[config.mk]
export PLATFORM = sky130hd
export DESIGN_NAME = fbis_ctrl
export DESIGN_NICKNAME = d
export VERILOG_FILES = /design/src/hdl/fbis_pkg.sv /design/src/hdl/fbis_ctrl.sv
export SDC_FILE = /design/constraint.sdc
export NUM_CORES = 1
export LEC_CHECK = 0
export BUFFER_PORTS_ARGS = -buffer_cell sky130_fd_sc_hd__buf_4
export CAP_MARGIN = 40
export CORE_MARGIN = 1.5
export CORE_UTILIZATION = 59
export DETAILED_ROUTE_END_ITERATION = 10
export PLACE_DENSITY_LB_ADDON = 0.05
export SLEW_MARGIN = 20
export SYNTH_ARGS = -nofsm -noshare
export SYNTH_HDL_FRONTEND = slang
export SYNTH_SLANG_ARGS = --single-unit
[constraint.sdc]
create_clock -name clk -period 2.95 [get_ports clk]
set_input_delay 0.7375 -clock clk [delete_from_list [all_inputs] [get_ports clk]]
set_output_delay 0.7375 -clock clk [all_outputs]
set_load 0.02 [all_outputs]
[src/hdl/fbis_pkg.sv]
package fbis_pkg;

    localparam int FRAC_BITS  = 32;
    localparam int WORD_W     = 64;
    localparam int DT_W       = 63;
    localparam int CFG_IDX_W  = 3;
    localparam int PC_W       = 5;
    localparam int DIV_STEPS  = 2 * WORD_W;
    localparam int DCNT_W     = $clog2(DIV_STEPS);

    localparam logic [WORD_W-1:0] POS_MAX  = {1'b0, {(WORD_W-1){1'b1}}};
    localparam logic [WORD_W-1:0] NEG_MAX  = {1'b1, {(WORD_W-1){1'b0}}};
    localparam logic [WORD_W-1:0] ONE_FX   = WORD_W'(64'd1 << FRAC_BITS);

    typedef logic [WORD_W-1:0] word_t;

    typedef enum logic [CFG_IDX_W-1:0] {
        CFG_MODE     = 3'd0,
        CFG_SVEL     = 3'd1,
        CFG_SPOS     = 3'd2,
        CFG_MASS     = 3'd3,
        CFG_RADIUS   = 3'd4,
        CFG_DRAG     = 3'd5,
        CFG_FIXG     = 3'd6,
        CFG_ISC      = 3'd7
    } cfg_idx_t;

    typedef enum logic [2:0] {
        OP_NOP  = 3'd0,
        OP_LOAD = 3'd1,
        OP_ADD  = 3'd2,
        OP_SUB  = 3'd3,
        OP_UADD = 3'd4,
        OP_MUL  = 3'd5,
        OP_DIV  = 3'd6,
        OP_TEST = 3'd7
    } op_t;

    typedef enum logic [3:0] {
        S_P     = 4'd0,
        S_V     = 4'd1,
        S_A     = 4'd2,
        S_T     = 4'd3,
        S_X     = 4'd4,
        S_Y     = 4'd5,
        S_DT    = 4'd6,
        S_DT2   = 4'd7,
        S_DRAG  = 4'd8,
        S_FIXG  = 4'd9,
        S_ISC   = 4'd10,
        S_MASS  = 4'd11,
        S_RAD   = 4'd12,
        S_SPOS  = 4'd13,
        S_SVEL  = 4'd14,
        S_ZERO  = 4'd15
    } src_t;

    typedef enum logic [2:0] {
        D_P    = 3'd0,
        D_V    = 3'd1,
        D_A    = 3'd2,
        D_T    = 3'd3,
        D_X    = 3'd4,
        D_Y    = 3'd5,
        D_DT2  = 3'd6,
        D_NONE = 3'd7
    } dst_t;

    typedef enum logic [2:0] {
        J_NEXT    = 3'd0,
        J_GOTO    = 3'd1,
        J_IFSTOP  = 3'd2,
        J_IFFIXED = 3'd3,
        J_END     = 3'd4
    } jmp_t;

    typedef struct packed {
        op_t              op;
        src_t             src_a;
        src_t             src_b;
        dst_t             dst;
        logic             shift1;
        logic             umul;
        jmp_t             jmp;
        logic [PC_W-1:0]  target;
    } uop_t;

    typedef struct packed {
        logic  capture;
        logic  start;
        logic  load_out;
        op_t   op;
        src_t  src_a;
        src_t  src_b;
        dst_t  dst;
        logic  shift1;
        logic  umul;
    } dp_cmd_t;

    typedef struct packed {
        logic done;
        logic stop;
        logic fixed_mode;
        logic out_free;
    } dp_stat_t;

    localparam logic [PC_W-1:0] PC_INIT = 5'd0;
    localparam logic [PC_W-1:0] PC_STEP = 5'd3;
    localparam logic [PC_W-1:0] PC_TEST = 5'd11;
    localparam logic [PC_W-1:0] PC_FIXG = 5'd17;
    localparam logic [PC_W-1:0] PC_SUB  = 5'd18;
    localparam logic [PC_W-1:0] PC_STOP = 5'd20;

    function automatic uop_t mk(input op_t op, input src_t a, input src_t b, input dst_t d,
                                input logic sh1, input logic um, input jmp_t j,
                                input logic [PC_W-1:0] t);
        uop_t u;
        u.op = op; u.src_a = a; u.src_b = b; u.dst = d;
        u.shift1 = sh1; u.umul = um; u.jmp = j; u.target = t;
        return u;
    endfunction

    // Microprogram for one time step.
    function automatic uop_t uop_rom(input logic [PC_W-1:0] pc);
        uop_t u;
        case (pc)
            5'd0:  u = mk(OP_LOAD, S_SPOS, S_ZERO, D_P,   1'b0, 1'b0, J_NEXT,    PC_INIT);
            5'd1:  u = mk(OP_LOAD, S_SVEL, S_ZERO, D_V,   1'b0, 1'b0, J_NEXT,    PC_INIT);
            5'd2:  u = mk(OP_LOAD, S_ZERO, S_ZERO, D_T,   1'b0, 1'b0, J_GOTO,    PC_TEST);
            5'd3:  u = mk(OP_MUL,  S_DT,   S_DT,   D_DT2, 1'b0, 1'b0, J_NEXT,    PC_INIT);
            5'd4:  u = mk(OP_MUL,  S_V,    S_DT,   D_X,   1'b0, 1'b0, J_NEXT,    PC_INIT);
            5'd5:  u = mk(OP_ADD,  S_P,    S_X,    D_P,   1'b0, 1'b0, J_NEXT,    PC_INIT);
            5'd6:  u = mk(OP_MUL,  S_A,    S_DT2,  D_X,   1'b1, 1'b0, J_NEXT,    PC_INIT);
            5'd7:  u = mk(OP_ADD,  S_P,    S_X,    D_P,   1'b0, 1'b0, J_NEXT,    PC_INIT);
            5'd8:  u = mk(OP_MUL,  S_A,    S_DT,   D_X,   1'b0, 1'b0, J_NEXT,    PC_INIT);
            5'd9:  u = mk(OP_ADD,  S_V,    S_X,    D_V,   1'b0, 1'b0, J_NEXT,    PC_INIT);
            5'd10: u = mk(OP_ADD,  S_T,    S_DT,   D_T,   1'b0, 1'b0, J_NEXT,    PC_INIT);
            5'd11: u = mk(OP_TEST, S_P,    S_RAD,  D_NONE,1'b0, 1'b0, J_IFSTOP,  PC_STOP);
            5'd12: u = mk(OP_MUL,  S_V,    S_V,    D_X,   1'b0, 1'b0, J_NEXT,    PC_INIT);
            5'd13: u = mk(OP_MUL,  S_X,    S_DRAG, D_X,   1'b0, 1'b0, J_IFFIXED, PC_FIXG);
            5'd14: u = mk(OP_UADD, S_RAD,  S_P,    D_Y,   1'b0, 1'b0, J_NEXT,    PC_INIT);
            5'd15: u = mk(OP_MUL,  S_Y,    S_Y,    D_Y,   1'b0, 1'b1, J_NEXT,    PC_INIT);
            5'd16: u = mk(OP_DIV,  S_ISC,  S_Y,    D_Y,   1'b0, 1'b0, J_GOTO,    PC_SUB);
            5'd17: u = mk(OP_LOAD, S_FIXG, S_ZERO, D_Y,   1'b0, 1'b0, J_NEXT,    PC_INIT);
            5'd18: u = mk(OP_SUB,  S_X,    S_Y,    D_X,   1'b0, 1'b0, J_NEXT,    PC_INIT);
            5'd19: u = mk(OP_DIV,  S_X,    S_MASS, D_A,   1'b0, 1'b0, J_END,     PC_INIT);
            5'd20: u = mk(OP_LOAD, S_ZERO, S_ZERO, D_V,   1'b0, 1'b0, J_NEXT,    PC_INIT);
            5'd21: u = mk(OP_LOAD, S_ZERO, S_ZERO, D_A,   1'b0, 1'b0, J_END,     PC_INIT);
            default: u = mk(OP_NOP, S_ZERO, S_ZERO, D_NONE, 1'b0, 1'b0, J_END,   PC_INIT);
        endcase
        return u;
    endfunction

    function automatic word_t mag(input word_t x);
        return x[WORD_W-1] ? (~x + 1'b1) : x;
    endfunction

    // Returns {clip, value}.
    function automatic logic [WORD_W:0] from_mag(input logic neg, input word_t hi,
                                                  input word_t lo);
        word_t lim;
        word_t v;
        logic  clip;
        lim  = neg ? NEG_MAX : POS_MAX;
        clip = (hi != '0) || (lo > lim);
        v    = clip ? lim : lo;
        return {clip, neg ? (~v + 1'b1) : v};
    endfunction

    // Saturating add or subtract, returns {clip, value}.
    function automatic logic [WORD_W:0] sat_addsub(input word_t a, input word_t b,
                                                    input logic sub);
        word_t s;
        logic  ovf;
        s   = sub ? (a - b) : (a + b);
        ovf = ((a[WORD_W-1] == (b[WORD_W-1] ^ sub)) && (s[WORD_W-1] != a[WORD_W-1]));
        if (ovf)
        begin
            return {1'b1, a[WORD_W-1] ? NEG_MAX : POS_MAX};
        end
        return {1'b0, s};
    endfunction

endpackage

[src/hdl/fbis_ctrl.sv]
module fbis_ctrl (
    input  logic              clk,
    input  logic              rst_n,
    input  logic              in_valid,
    output logic              in_ready,
    input  fbis_pkg::dp_stat_t stat,
    output fbis_pkg::dp_cmd_t  cmd
);
    import fbis_pkg::*;

    typedef enum logic [3:0] {
        ST_IDLE  = 4'b0001,
        ST_ISSUE = 4'b0010,
        ST_WAIT  = 4'b0100,
        ST_DONE  = 4'b1000
    } state_t;

    state_t          state_reg, state_next;
    logic [PC_W-1:0] pc_reg, pc_next;
    logic            started_reg, started_next;
    uop_t            u;
    logic            accept;

    assign u        = uop_rom(pc_reg);
    assign in_ready = (state_reg == ST_IDLE);
    assign accept   = in_valid && in_ready;

    always_comb
    begin
        state_next   = state_reg;
        pc_next      = pc_reg;
        started_next = started_reg;
        cmd.capture  = accept;
        cmd.start    = 1'b0;
        cmd.load_out = 1'b0;
        cmd.op       = u.op;
        cmd.src_a    = u.src_a;
        cmd.src_b    = u.src_b;
        cmd.dst      = u.dst;
        cmd.shift1   = u.shift1;
        cmd.umul     = u.umul;
        case (state_reg)
            ST_IDLE:
            begin
                if (accept)
                begin
                    pc_next    = started_reg ? PC_STEP : PC_INIT;
                    state_next = ST_ISSUE;
                end
            end
            ST_ISSUE:
            begin
                cmd.start  = 1'b1;
                state_next = ST_WAIT;
            end
            ST_WAIT:
            begin
                if (stat.done)
                begin
                    state_next = ST_ISSUE;
                    case (u.jmp)
                        J_NEXT:    pc_next = pc_reg + 1'b1;
                        J_GOTO:    pc_next = u.target;
                        J_IFSTOP:  pc_next = stat.stop ? u.target : pc_reg + 1'b1;
                        J_IFFIXED: pc_next = stat.fixed_mode ? u.target : pc_reg + 1'b1;
                        default:   state_next = ST_DONE;
                    endcase
                end
            end
            ST_DONE:
            begin
                if (stat.out_free)
                begin
                    cmd.load_out = 1'b1;
                    started_next = 1'b1;
                    state_next   = ST_IDLE;
                end
            end
            default: state_next = ST_IDLE;
        endcase
    end

    always_ff @(posedge clk or negedge rst_n)
    begin
        if (!rst_n)
        begin
            state_reg   <= ST_IDLE;
            pc_reg      <= PC_INIT;
            started_reg <= 1'b0;
        end
        else
        begin
            state_reg   <= state_next;
            pc_reg      <= pc_next;
            started_reg <= started_next;
        end
    end

endmodule

==> results, run 1 <==
- The run finished with clean final reports.
- The number of antenna violations at the first check in global routing is 0.
- Across the VDD grid, the largest voltage drop is 0.616 mV.
- The final layout contains routed wiring with a total length of 3.49 mm.
- The type of destination of the critical path is an output pin.
- At the end of the flow, the number of nets in the layout was 203.
- The setup path with the least slack is of type reg2out.
- The clock latency on the worst-skew pair is 0.27 ns.
- In this run the vertical extent of the chip is 49.5 um.
- Among all flip-flop cells after synthesis, the most frequent one is dfrtp_1.
- For this design the top-level I/O count stands at 27.
- The top fanout value on the critical path is 26.
- For the worst setup path, the data required time is 2.21 ns.
- The number of flip-flops in the largest register is 5.
- The total count of max-transition violations in the final report is 0.
- The number of nets handed over by synthesis was 179.
- In this run the power density over the cells is 557 nW/um^2.
- The setup violation total in the final timing report is 0.
- The via count of the first global-routing pass was 1185.
- The maximum buffer depth of the clock tree is 2.
- In the final routed layout, each cell accounts on average for 16.2 um.
- The area added between synthesis and finish is 16.9%.
- The number of standard-cell rows in the floorplan is 16.
- The tool flagged a number of max-cap violations equal to 0.
- Setup repair after global routing left no endpoint under its margin.
- The maximum number of pins on one net before global-route repair is 27.
- STA classifies the critical path startpoint as a flip-flop.
- The synthesized area per cell is 7.73 um^2.
- The sum of negative setup slack is 0 ns.
- After clock tree synthesis, the clock-pin slew on the worst setup and hold paths is 0.07 ns.
- The number of flip-flops and latches in the synthesized netlist is 10.
- The cell count after synthesis came out at 165.
- 0 antenna diodes ended up in the layout.
- For this design, the CTS-stage hold fixing added 0 buffers.
- Summed over all cells, the static leakage comes to 0.620 nW.
- The floorplan step defined a die boundary enclosing 2450 um^2.
- The total DRC errors in the routed layout is 0.
- The fraction of layout cells with a size suffix above 1 is 26.6%.
- Once detail routing completed, the nets flagged for antenna violations numbered 0.
- For the final database, setup skew stands at 0.00734 ns.
- The number of buffers created by CTS is 3.
- The portion of the post-synthesis area used by sequential elements is 19.7%.
- The effective utilization at floorplan is 63.7%.
- The pre-antenna-repair detailed-routing pass consisted of 4 iterations.
- Buffers placed on the I/O ports in this run total 26.
- The number of endpoints with negative hold slack in the final report is 0.
- The detailed router finished its first iteration with 73 violations.
- The final clock period utilization by the worst path is 91.7%.
- Subtracting the final worst setup slack from the clock period gives 2.70 ns.
- The detailed placement HPWL is 2.63 mm.
- The clock tree root buffer cell is clkbuf_4.
- The count of cell types in the netlist is 58.
- The warning count from the yosys run is 0.
- The clock net in this run drives a total of 10 sinks.
- The aggregate global routing overflow is 0.
- The design draws 0.830 mW.
- The die is 49.5 um wide.
- The total via count in the routed design is 1381.
- The first global-routing pass estimated 5.62 mm of wire.
- The tightest min-delay check is of the in2async type.
- The ratio of routed vias to standard cells is 6.42.
- The core region is 2000 um^2.
- Hold timing on the final database bottoms out at a slack of 0.279 ns.
- Measured against its own limit, the worst slew margin works out to 50.5%.
- The share of the core filled with cells is 74.4%.
- TritonCTS built the clock tree.
- The placer congestion estimate is 0.914.
- The worst endpoint data arrival time is 1.97 ns.
- The aggregate global-route resource usage is 29.3%.
- For this run, the top clock speed supported by timing is 0.370 GHz.
- Counting flops with a built-in enable in the synthesized netlist gives 0.
- The async set or reset register ratio after synthesis is 100%.
- The transition time at the pin with the least slew margin is 0.743 ns.
- The CTS H-tree depth is 1.
- The post-synthesis instance area is 1270 um^2.
[cell type report]
class                      count  area [um^2]
inverter                      10         37.5
fill                         171          512
tap                           27         33.8
sequential                    10          255
clock buffer                   4         36.3
timing repair buffer          31          233
multi-input combinational    133          895
[cells in the final DEF (no fill, tap or decap), types with 6 or more instances in the layout]
master    count
inv_1         9
buf_4        31
o21ai_0      11
nand2_1      13
nor3_1        9
dfrtp_1       6
a21oi_1      17
nand2b_1      9
nor2_1        6
ha_1          7
[through the flow]
stage | worst slack, ns | instance area (um^2) | instances
finish | 0.246 | 1490 | 215
global route | 0.0730 | 1490 | 215
CTS | 0.0860 | 1490 | 215
detailed placement | 0.391 | 1450 | 211
global placement | 0.489 | 1450 | 211
floorplan | 0.481 | 1270 | 165
[what timing repair did]
action	4_1_cts	5_1_grt
endpoints found under the setup margin	0	4
setup buffers	0	0
resized for setup	0	4
[cell families after synthesis]
family | count (synthesis) | synth area share [%]
XOR/XNOR | 1 | 0.687
adder cells (fa/ha/maj) | 8 | 7.65
flip-flops | 10 | 19.7
AND/OR/NAND/NOR | 61 | 27.8
AO/OA/AOI/OAI | 63 | 34.1
buffers and inverters | 22 | 10.1
[cell usage after synthesis (2+ instances only)]
cell | count | area [um^2]
o21ai_0 | 11 | 55.1
inv_1 | 10 | 37.5
a211oi_1 | 2 | 15.0
nor2b_1 | 4 | 25.0
o21bai_1 | 2 | 15.0
a22o_1 | 3 | 26.3
ha_1 | 7 | 87.6
a21o_1 | 2 | 15.0
clkbuf_1 | 4 | 15.0
nor3_1 | 9 | 45.0
a31oi_1 | 3 | 18.8
o22ai_1 | 4 | 25.0
a21oi_1 | 17 | 85.1
o211ai_1 | 2 | 15.0
nor2_1 | 6 | 22.5
nand3_1 | 3 | 15.0
nand3b_1 | 3 | 22.5
dfrtp_1 | 9 | 225
buf_6 | 4 | 45.0
nand2b_1 | 9 | 56.3
nand2_1 | 13 | 48.8
o32a_1 | 2 | 20.0
[routing by layer]
layer  wire [um]  GRT usage, %
met3         264          6.06
met2        1670          44.4
met1        1490          43.0
met4          68          6.48
met5           0             0
[critical path, stage by stage, from the launching register on]
cell and delay [ns]:
dfrtp_1 0.82, nand2_1 0.22, o21ai_0 0.13, nor2_1 0.06
a21oi_1 0.17, o22ai_1 0.11, buf_4 0.17
[worst paths after layout]
kind                                    startpoint                       end  slack, ns  cells after the start
min reg2reg                started_reg$_DFFE_PN0P_   started_reg$_DFFE_PN0P_       0.47                      1
max reg2reg                  pc_reg[3]$_DFFE_PN0P_     pc_reg[1]$_DFFE_PN0P_       0.64                      6
max                          pc_reg[3]$_DFFE_PN0P_                   cmd[15]       0.25                      6
min                                          rst_n     pc_reg[3]$_DFFE_PN0P_       0.28                      1
max in group asynchronous                    rst_n  state_reg[0]$_DFFE_PN1P_       2.46                      1
min in group clk           started_reg$_DFFE_PN0P_   started_reg$_DFFE_PN0P_       0.47                      1
[where the power goes]
group          internal, mW  total (mW)  switching [mW]
registers             0.169       0.229          0.0600
clock network        0.0750       0.124          0.0489
logic                 0.207       0.477           0.270
total                 0.451       0.830           0.379
No activity file was read; power rests on OpenSTA's default activity.
==> inputs of run 2 (changes only) <==
- CORE_UTILIZATION: 59 -> 60
- CTS_BUF_LIST: default -> sky130_fd_sc_hd__clkbuf_4 sky130_fd_sc_hd__clkbuf_8
- RECOVER_POWER: default -> 100
==> results, run 2 (synthesized netlist as in run 1, its figures left out) <==
- The final setup skew came to 0.00386 ns (-0.00348 ns).
- The area of the core was 1980 um^2 (-1.0%).
- The flow ran to the end, and the final reports show no timing, DRC or antenna violations.
- The number of search-and-repair iterations in the first detailed-routing pass is 5 (+1).
- The post-place setup slack is 0.384 ns (-0.00689 ns).
- The sum of negative setup slack is 0 ns (unchanged).
- The logic depth of the worst register-to-register path is 7 (+1).
- The final routed wire length divided by cell count came to 16.0 um (-1.4%).
- The number of endpoints with negative hold slack in the final report was 0 (unchanged).
- The kind of critical path is reg2out.
- The violation count after the first detailed-route iteration was 85 (+16%).
- STA classifies the critical path startpoint as a flip-flop.
- The number of antenna violations at the first check in global routing came to 0 (unchanged).
- The top cell types in the final layout, fill and taps aside, are a21oi_1 (18), buf_4 (15), nand2_1 (13), o21ai_0 (12), clkbuf_1 (11).
- The vertical extent of the die was 49.1 um (-0.79%).
- The diode insertion count for antenna repair is 0 (unchanged).
- The top fanout value on the critical path is 9 (-65%).
- The placer congestion estimate is 0.885 (-3.2%).
- The reg-to-reg critical path startpoint is pc_reg[1]$_DFFE_PN0P_.
- The number of flip-flops in the largest register is 5 (unchanged).
- The number of ports placed on the die boundary is 27 (unchanged).
- The transition time at the pin with the least slew margin is 0.772 ns (+0.0293 ns).
- The setup violation total in the final timing report is 0 (unchanged).
- The aggregate global-route resource usage is 30.8% (+1.4 points).
- The effective utilization at floorplan came to 64.3% (+0.64 points).
- The total count of max-transition violations in the final report came to 0 (unchanged).
- The area of the die is 2410 um^2 (-1.6%).
- The endpoint of the most critical register-to-register path is pc_reg[1]$_DFFE_PN0P_.
- The required time of the critical path is 2.21 ns (about the same).
- The fraction of layout cells with a size suffix above 1 is 17.0% (-9.6 points).
- The class of the tightest hold or removal check is in2async.
- The number of buffers created by CTS was 3 (unchanged).
- The time the final worst path needs with I/O delays and setup is 2.76 ns (+0.0531 ns).
- The clock tree root buffer cell is clkbuf_4.
- The clock latency on the worst-skew pair is 0.26 ns (about the same).
- The number of standard-cell rows in the floorplan is 16 (unchanged).
- The detailed-route wire length is 3.44 mm (-1.4%).
- The wire length of the first global-routing pass is 5.82 mm (+3.7%).
- The ratio of routed vias to standard cells was 6.32 (-1.7%).
- The post-layout net count was 203 (unchanged).
- The CTS H-tree depth is 1 (unchanged).
- TritonCTS built the clock tree.
- The power density over the cells came to 543 nW/um^2 (-2.5%).
- The detailed placement HPWL came to 2.65 mm (+0.72%).
- The total via count in the routed design is 1358 (-1.7%).
- The leakage power summed over all cells is 0.573 nW (-7.6%).
- The type of destination of the critical path is an output pin.
- The headroom to the max-slew limit was 48.5% (-2.0 points).
- The worst-case register-to-register setup slack is 0.68 ns (+0.04 ns).
- Setup repair after global routing left no endpoint under its margin.
- The via count of the first global-routing pass is 1196 (+0.93%).
- The number of post-CTS setup repair buffers is 0 (unchanged).
- The total DRC errors in the routed layout came to 0 (unchanged).
- The aggregate global routing overflow was 0 (unchanged).
- The floorplan die width was 49.1 um (-0.79%).
- The peak ir drop on the vdd network was 0.495 mV (-20%).
- Compared with the post-synthesis result, the final layout area differs by 11.3%.
- The fmax is 0.363 GHz (-1.9%).
- The number of clock sinks seen by CTS was 10 (unchanged).
- The remaining number of nets flagged by the antenna check after routing came to 0 (unchanged).
- The final clock period utilization by the worst path is 93.5% (+1.8 points).
- Leaving out fill and tap cells, the most frequent cell in the layout is a21oi_1.
- The count of input and output buffers came to 26 (unchanged).
- The slack of the critical path is 0.193 ns (-0.0531 ns).
- The clock slew at the register clock pins of the worst setup and hold paths is 0.07 ns (about the same).
- The maximum number of pins on one net before global-route repair is 29 (+7.4%).
- The worst endpoint data arrival time is 2.02 ns (+0.05 ns).
- The maximum buffer depth of the clock tree was 2 (unchanged).
- The max-capacitance violation count was 0 (unchanged).
## run 2: changes by cell type in the layout (fill, tap and decap cells not counted), sizes merged
| cell | delta |
|---|---|
| buf | -16 |
| clkbuf | +16 |
## run 2: worst max-delay path by stage
stage / start / endpoint / slack, ns / depth (start not counted)
5_1_grt: state_reg[0]$_DFFE_PN1P_ / cmd[18] / 0.02 / 4
4_1_cts: pc_reg[1]$_DFFE_PN0P_ / cmd[15] / 0.09 / 8
3_3_place_gp: pc_reg[1]$_DFFE_PN0P_ / cmd[15] / 0.49 / 8
3_5_place_dp: pc_reg[1]$_DFFE_PN0P_ / cmd[15] / 0.38 / 8
6_report: pc_reg[0]$_DFFE_PN0P_ / cmd[15] / 0.19 / 8
2_1_floorplan: pc_reg[0]$_DFFE_PN0P_ / cmd[2] / 0.48 / 7
## run 2: layer usage
metal  part of all wire (%)  vias up  track usage [%]
met1                     45      639             46.9
li1                       -      658                -
met4                      0        0             3.81
met3                    7.7        0             5.52
met5                      0        -                0
met2                     47       61             46.2
## run 2: repair_timing
item	in CTS	in global routing
gates resized for setup	0	1
endpoints found under the setup margin	0	4
hold buffers	0	0
## run 2: stage by stage
stage	hold slack, ns	util [%]	power [mW]	instance area, um^2	instances
2_1_floorplan	0.439	-	0.545	1270	165
3_5_place_dp	0.456	73.2	0.688	1450	211
4_1_cts	0.290	74.7	0.797	1480	215
6_report	0.425	71.6	0.770	1420	215
5_1_grt	0.464	71.6	0.830	1420	215
3_3_place_gp	0.456	73.2	0.675	1450	211
## run 2: area by class of cell
cell class	count	area, um^2
Multi-Input combinational cell	133	883
Fill cell	168	563
Sequential cell	10	253
Timing Repair Buffer	31	181
Inverter	10	37.5
Tap cell	27	33.8
Clock buffer	4	30.0
## run 2: power by group
group | switching, mW | total, mW | internal (mW) | leakage [nW]
clock | 0.0460 | 0.107 | 0.0614 | 0.0184
sequential | 0.0558 | 0.222 | 0.166 | 0.132
combinational | 0.258 | 0.441 | 0.183 | 0.422
## run 2: worst max-delay path, cell delays in order (launching register included)
cell      delay (ns)
dfrtp_1         0.54
inv_1           0.12
ha_1            0.37
nand2_1         0.10
o21ai_0         0.13
nor2_1          0.06
a21oi_1         0.17
o22ai_1         0.11
clkbuf_2        0.16
==> inputs of run 3 (changes only) <==
- MAX_ROUTING_LAYER: default -> met4
- PLACE_DENSITY: default -> 0.95
- PLACE_DENSITY_LB_ADDON: 0.05 -> default
==> results, run 3 (synthesized netlist as in run 1, its figures left out) <==
- The total placed cells including tap cells is 209 (-0.95%).
- The detailed placement HPWL is 2.59 mm (-2.2%).
- The detailed-route wire length is 3.46 mm (+0.44%).
- Traced cell by cell, the critical path runs through inv_1 -> ha_1 -> nand2_1 -> o21ai_0 -> nor2_1 -> a21oi_1 -> o22ai_1 -> buf_2.
- The headroom to the max-slew limit is 48.2% (-0.30 points).
- The sequential share of power is 29.3% (+0.5 points).
- The number of post-CTS setup repair buffers is 0 (unchanged).
- The top fanout value on the critical path is 10 (+1).
- The aggregate global-route resource usage is 31.4% (+0.65 points).
- Setup repair after global routing left no endpoint under its margin.
- The total via count in the routed design is 1374 (+1.2%).
- The max-capacitance violation count is 0 (unchanged).
- The number of buffers created by CTS is 3 (unchanged).
- The cell-internal power came to 0.399 mW (-2.8%).
- The maximum buffer depth of the clock tree is 2 (unchanged).
- The via count of the first global-routing pass is 1301 (+8.8%).
- The power density over the cells is 545 nW/um^2 (+0.34%).
- The worst-case register-to-register setup slack is 0.65 ns (-0.03 ns).
- The effective utilization at floorplan came to 64.3% (unchanged).
- The library cell used most frequently in the layout, excluding fill and tap cells, is a21oi_1.
- The post-place setup slack is 0.368 ns (-0.0155 ns).
- The number of search-and-repair iterations in the first detailed-routing pass is 5 (unchanged).
- The area of the core is 1980 um^2 (unchanged).
- The worst endpoint data arrival time is 2.08 ns (+0.06 ns).
- The wire length of the first global-routing pass is 5.87 mm (+0.72%).
- The floorplan die width came to 49.1 um (unchanged).
- The peak ir drop on the vdd network was 0.450 mV (-9.1%).
- The biggest cell delay along the critical path is 0.46 ns (-0.08 ns).
- The setup violation total in the final timing report is 0 (unchanged).
- The post-route standard cell area excluding fillers came to 1410 um^2 (-0.97%).
- The aggregate global routing overflow is 0 (unchanged).
- The area of the die was 2410 um^2 (unchanged).
- The diode insertion count for antenna repair is 0 (unchanged).
- The number of flip-flops in the largest register is 5 (unchanged).
- The setup path with the least slack is of type reg2out.
- The placer congestion estimate is 0.953 (+7.6%).
- In the layout the commonest cells are a21oi_1 (17), nand2_1 (13), o21ai_0 (12), buf_4 (12).
- The tightest hold margin is 0.411 ns (-0.0139 ns).
- The part of the total power dissipated in the clock network is 14.6% (+0.6 points).
- The vertical extent of the die was 49.1 um (unchanged).
- The clock latency on the worst-skew pair is 0.27 ns (about the same).
- The min-delay analysis places its worst path in the category in2async.
- The ratio of routed vias to standard cells was 6.45 (+2.1%).
- The type of element launching the critical path is a flip-flop.
- The area of placed instances came to 1440 um^2 (-1.0%).
- The violation count after the first detailed-route iteration is 52 (-39%).
- The remaining number of nets flagged by the antenna check after routing is 0 (unchanged).
- The worst setup path is captured at an output pin.
- The transition time at the pin with the least slew margin came to 0.771 ns (-0.00143 ns).
- The total count of max-transition violations in the final report was 0 (unchanged).
- The final setup skew is 0.00832 ns (+0.00445 ns).
- The filler-free cell count of the finished design is 213 (-0.93%).
- The final clock period utilization by the worst path is 95.5% (+2.1 points).
- The number of antenna violations at the first check in global routing is 0 (unchanged).
- The fmax is 0.355 GHz (-2.2%).
- The number of buffer and inverter instances along the worst setup path is 2 (unchanged).
- The area added between synthesis and finish is 10.2%.
- The fraction of power consumed by combinational cells came to 56.1% (-1.1 points).
- The share of the core filled with cells came to 70.9% (-0.69 points).
- The final routed wire length divided by cell count is 16.2 um (+1.4%).
- The number of instances resized during post-cts repair is 0 (unchanged).
- The share of total power consumed by net switching is 47.9% (+1.2 points).
- The number of ports placed on the die boundary was 27 (unchanged).
- The leakage power summed over all cells came to 0.564 nW (-1.5%).
- The required time of the critical path was 2.21 ns (about the same).
- The first element of the critical path is pc_reg[1]$_DFFE_PN0P_.
- The clock slew at the register clock pins of the worst setup and hold paths was 0.07 ns (about the same).
- The number of endpoints with negative hold slack in the final report was 0 (unchanged).
- The count of input and output buffers is 26 (unchanged).
- The total of hold buffers inserted after clock tree synthesis is 0 (unchanged).
- The time the final worst path needs with I/O delays and setup is 2.82 ns (+0.0613 ns).
- The number of standard-cell rows in the floorplan came to 16 (unchanged).
- The total DRC errors in the routed layout came to 0 (unchanged).
- The reg-to-reg critical path startpoint is pc_reg[1]$_DFFE_PN0P_.
- The slack of the critical path came to 0.131 ns (-0.0613 ns).
- TritonCTS built the clock tree.
- The maximum number of pins on one net before global-route repair is 28 (-3.4%).
- The critical path's slowest cell is dfrtp_2.
- The total power after layout is 0.765 mW (-0.63%).
- The run finished with clean final reports.
- The number of clock sinks seen by CTS is 10 (unchanged).
- The clock tree root buffer cell is clkbuf_4.
- On the critical path the largest part of the delay comes from flip-flops.
- The switching power total is 0.366 mW (+1.8%).
- The CTS H-tree depth was 1 (unchanged).
- The post-layout net count came to 201 (-0.99%).
- The fraction of layout cells with a size suffix above 1 is 17.7% (+0.72 points).
- The sum of negative setup slack is 0 ns (unchanged).
==> run 3: power groups by stage <==
stage | Combinational, mW | Sequential, mW | Clock (mW)
floorplan | 0.337 | 0.208 | 0
global placement | 0.452 | 0.221 | 0
detailed placement | 0.458 | 0.227 | 0
CTS | 0.460 | 0.224 | 0.114
global route | 0.468 | 0.231 | 0.119
finish | 0.429 | 0.224 | 0.112
==> run 3: path summary, 6_finish.rpt <==
path | cells after the start | end
hold reg to reg | 1 | started_reg$_DFFE_PN0P_
setup reg to reg | 7 | pc_reg[0]$_DFFE_PN0P_
max in group asynchronous | 1 | pc_reg[0]$_DFFE_PN0P_
min in group clk | 1 | started_reg$_DFFE_PN0P_
setup / recovery | 8 | cmd[15]
hold / removal | 1 | pc_reg[2]$_DFFE_PN0P_
==> run 3: cell type report <==
type	instances	area, um^2
Sequential cell	10	254
Fill cell	176	577
Multi-Input combinational cell	133	887
Timing Repair Buffer	29	163
Inverter	10	37.5
Clock buffer	4	30.0
Tap cell	27	33.8
==> run 3: metal layers <==
metal / part of all wire, % / wire, um / global-route usage, %
met5: 0 / 0 / -
met4: 2.5 / 85 / 15.7
met3: 8.4 / 289 / 5.83
met2: 48 / 1660 / 51.1
met1: 41 / 1420 / 37.0
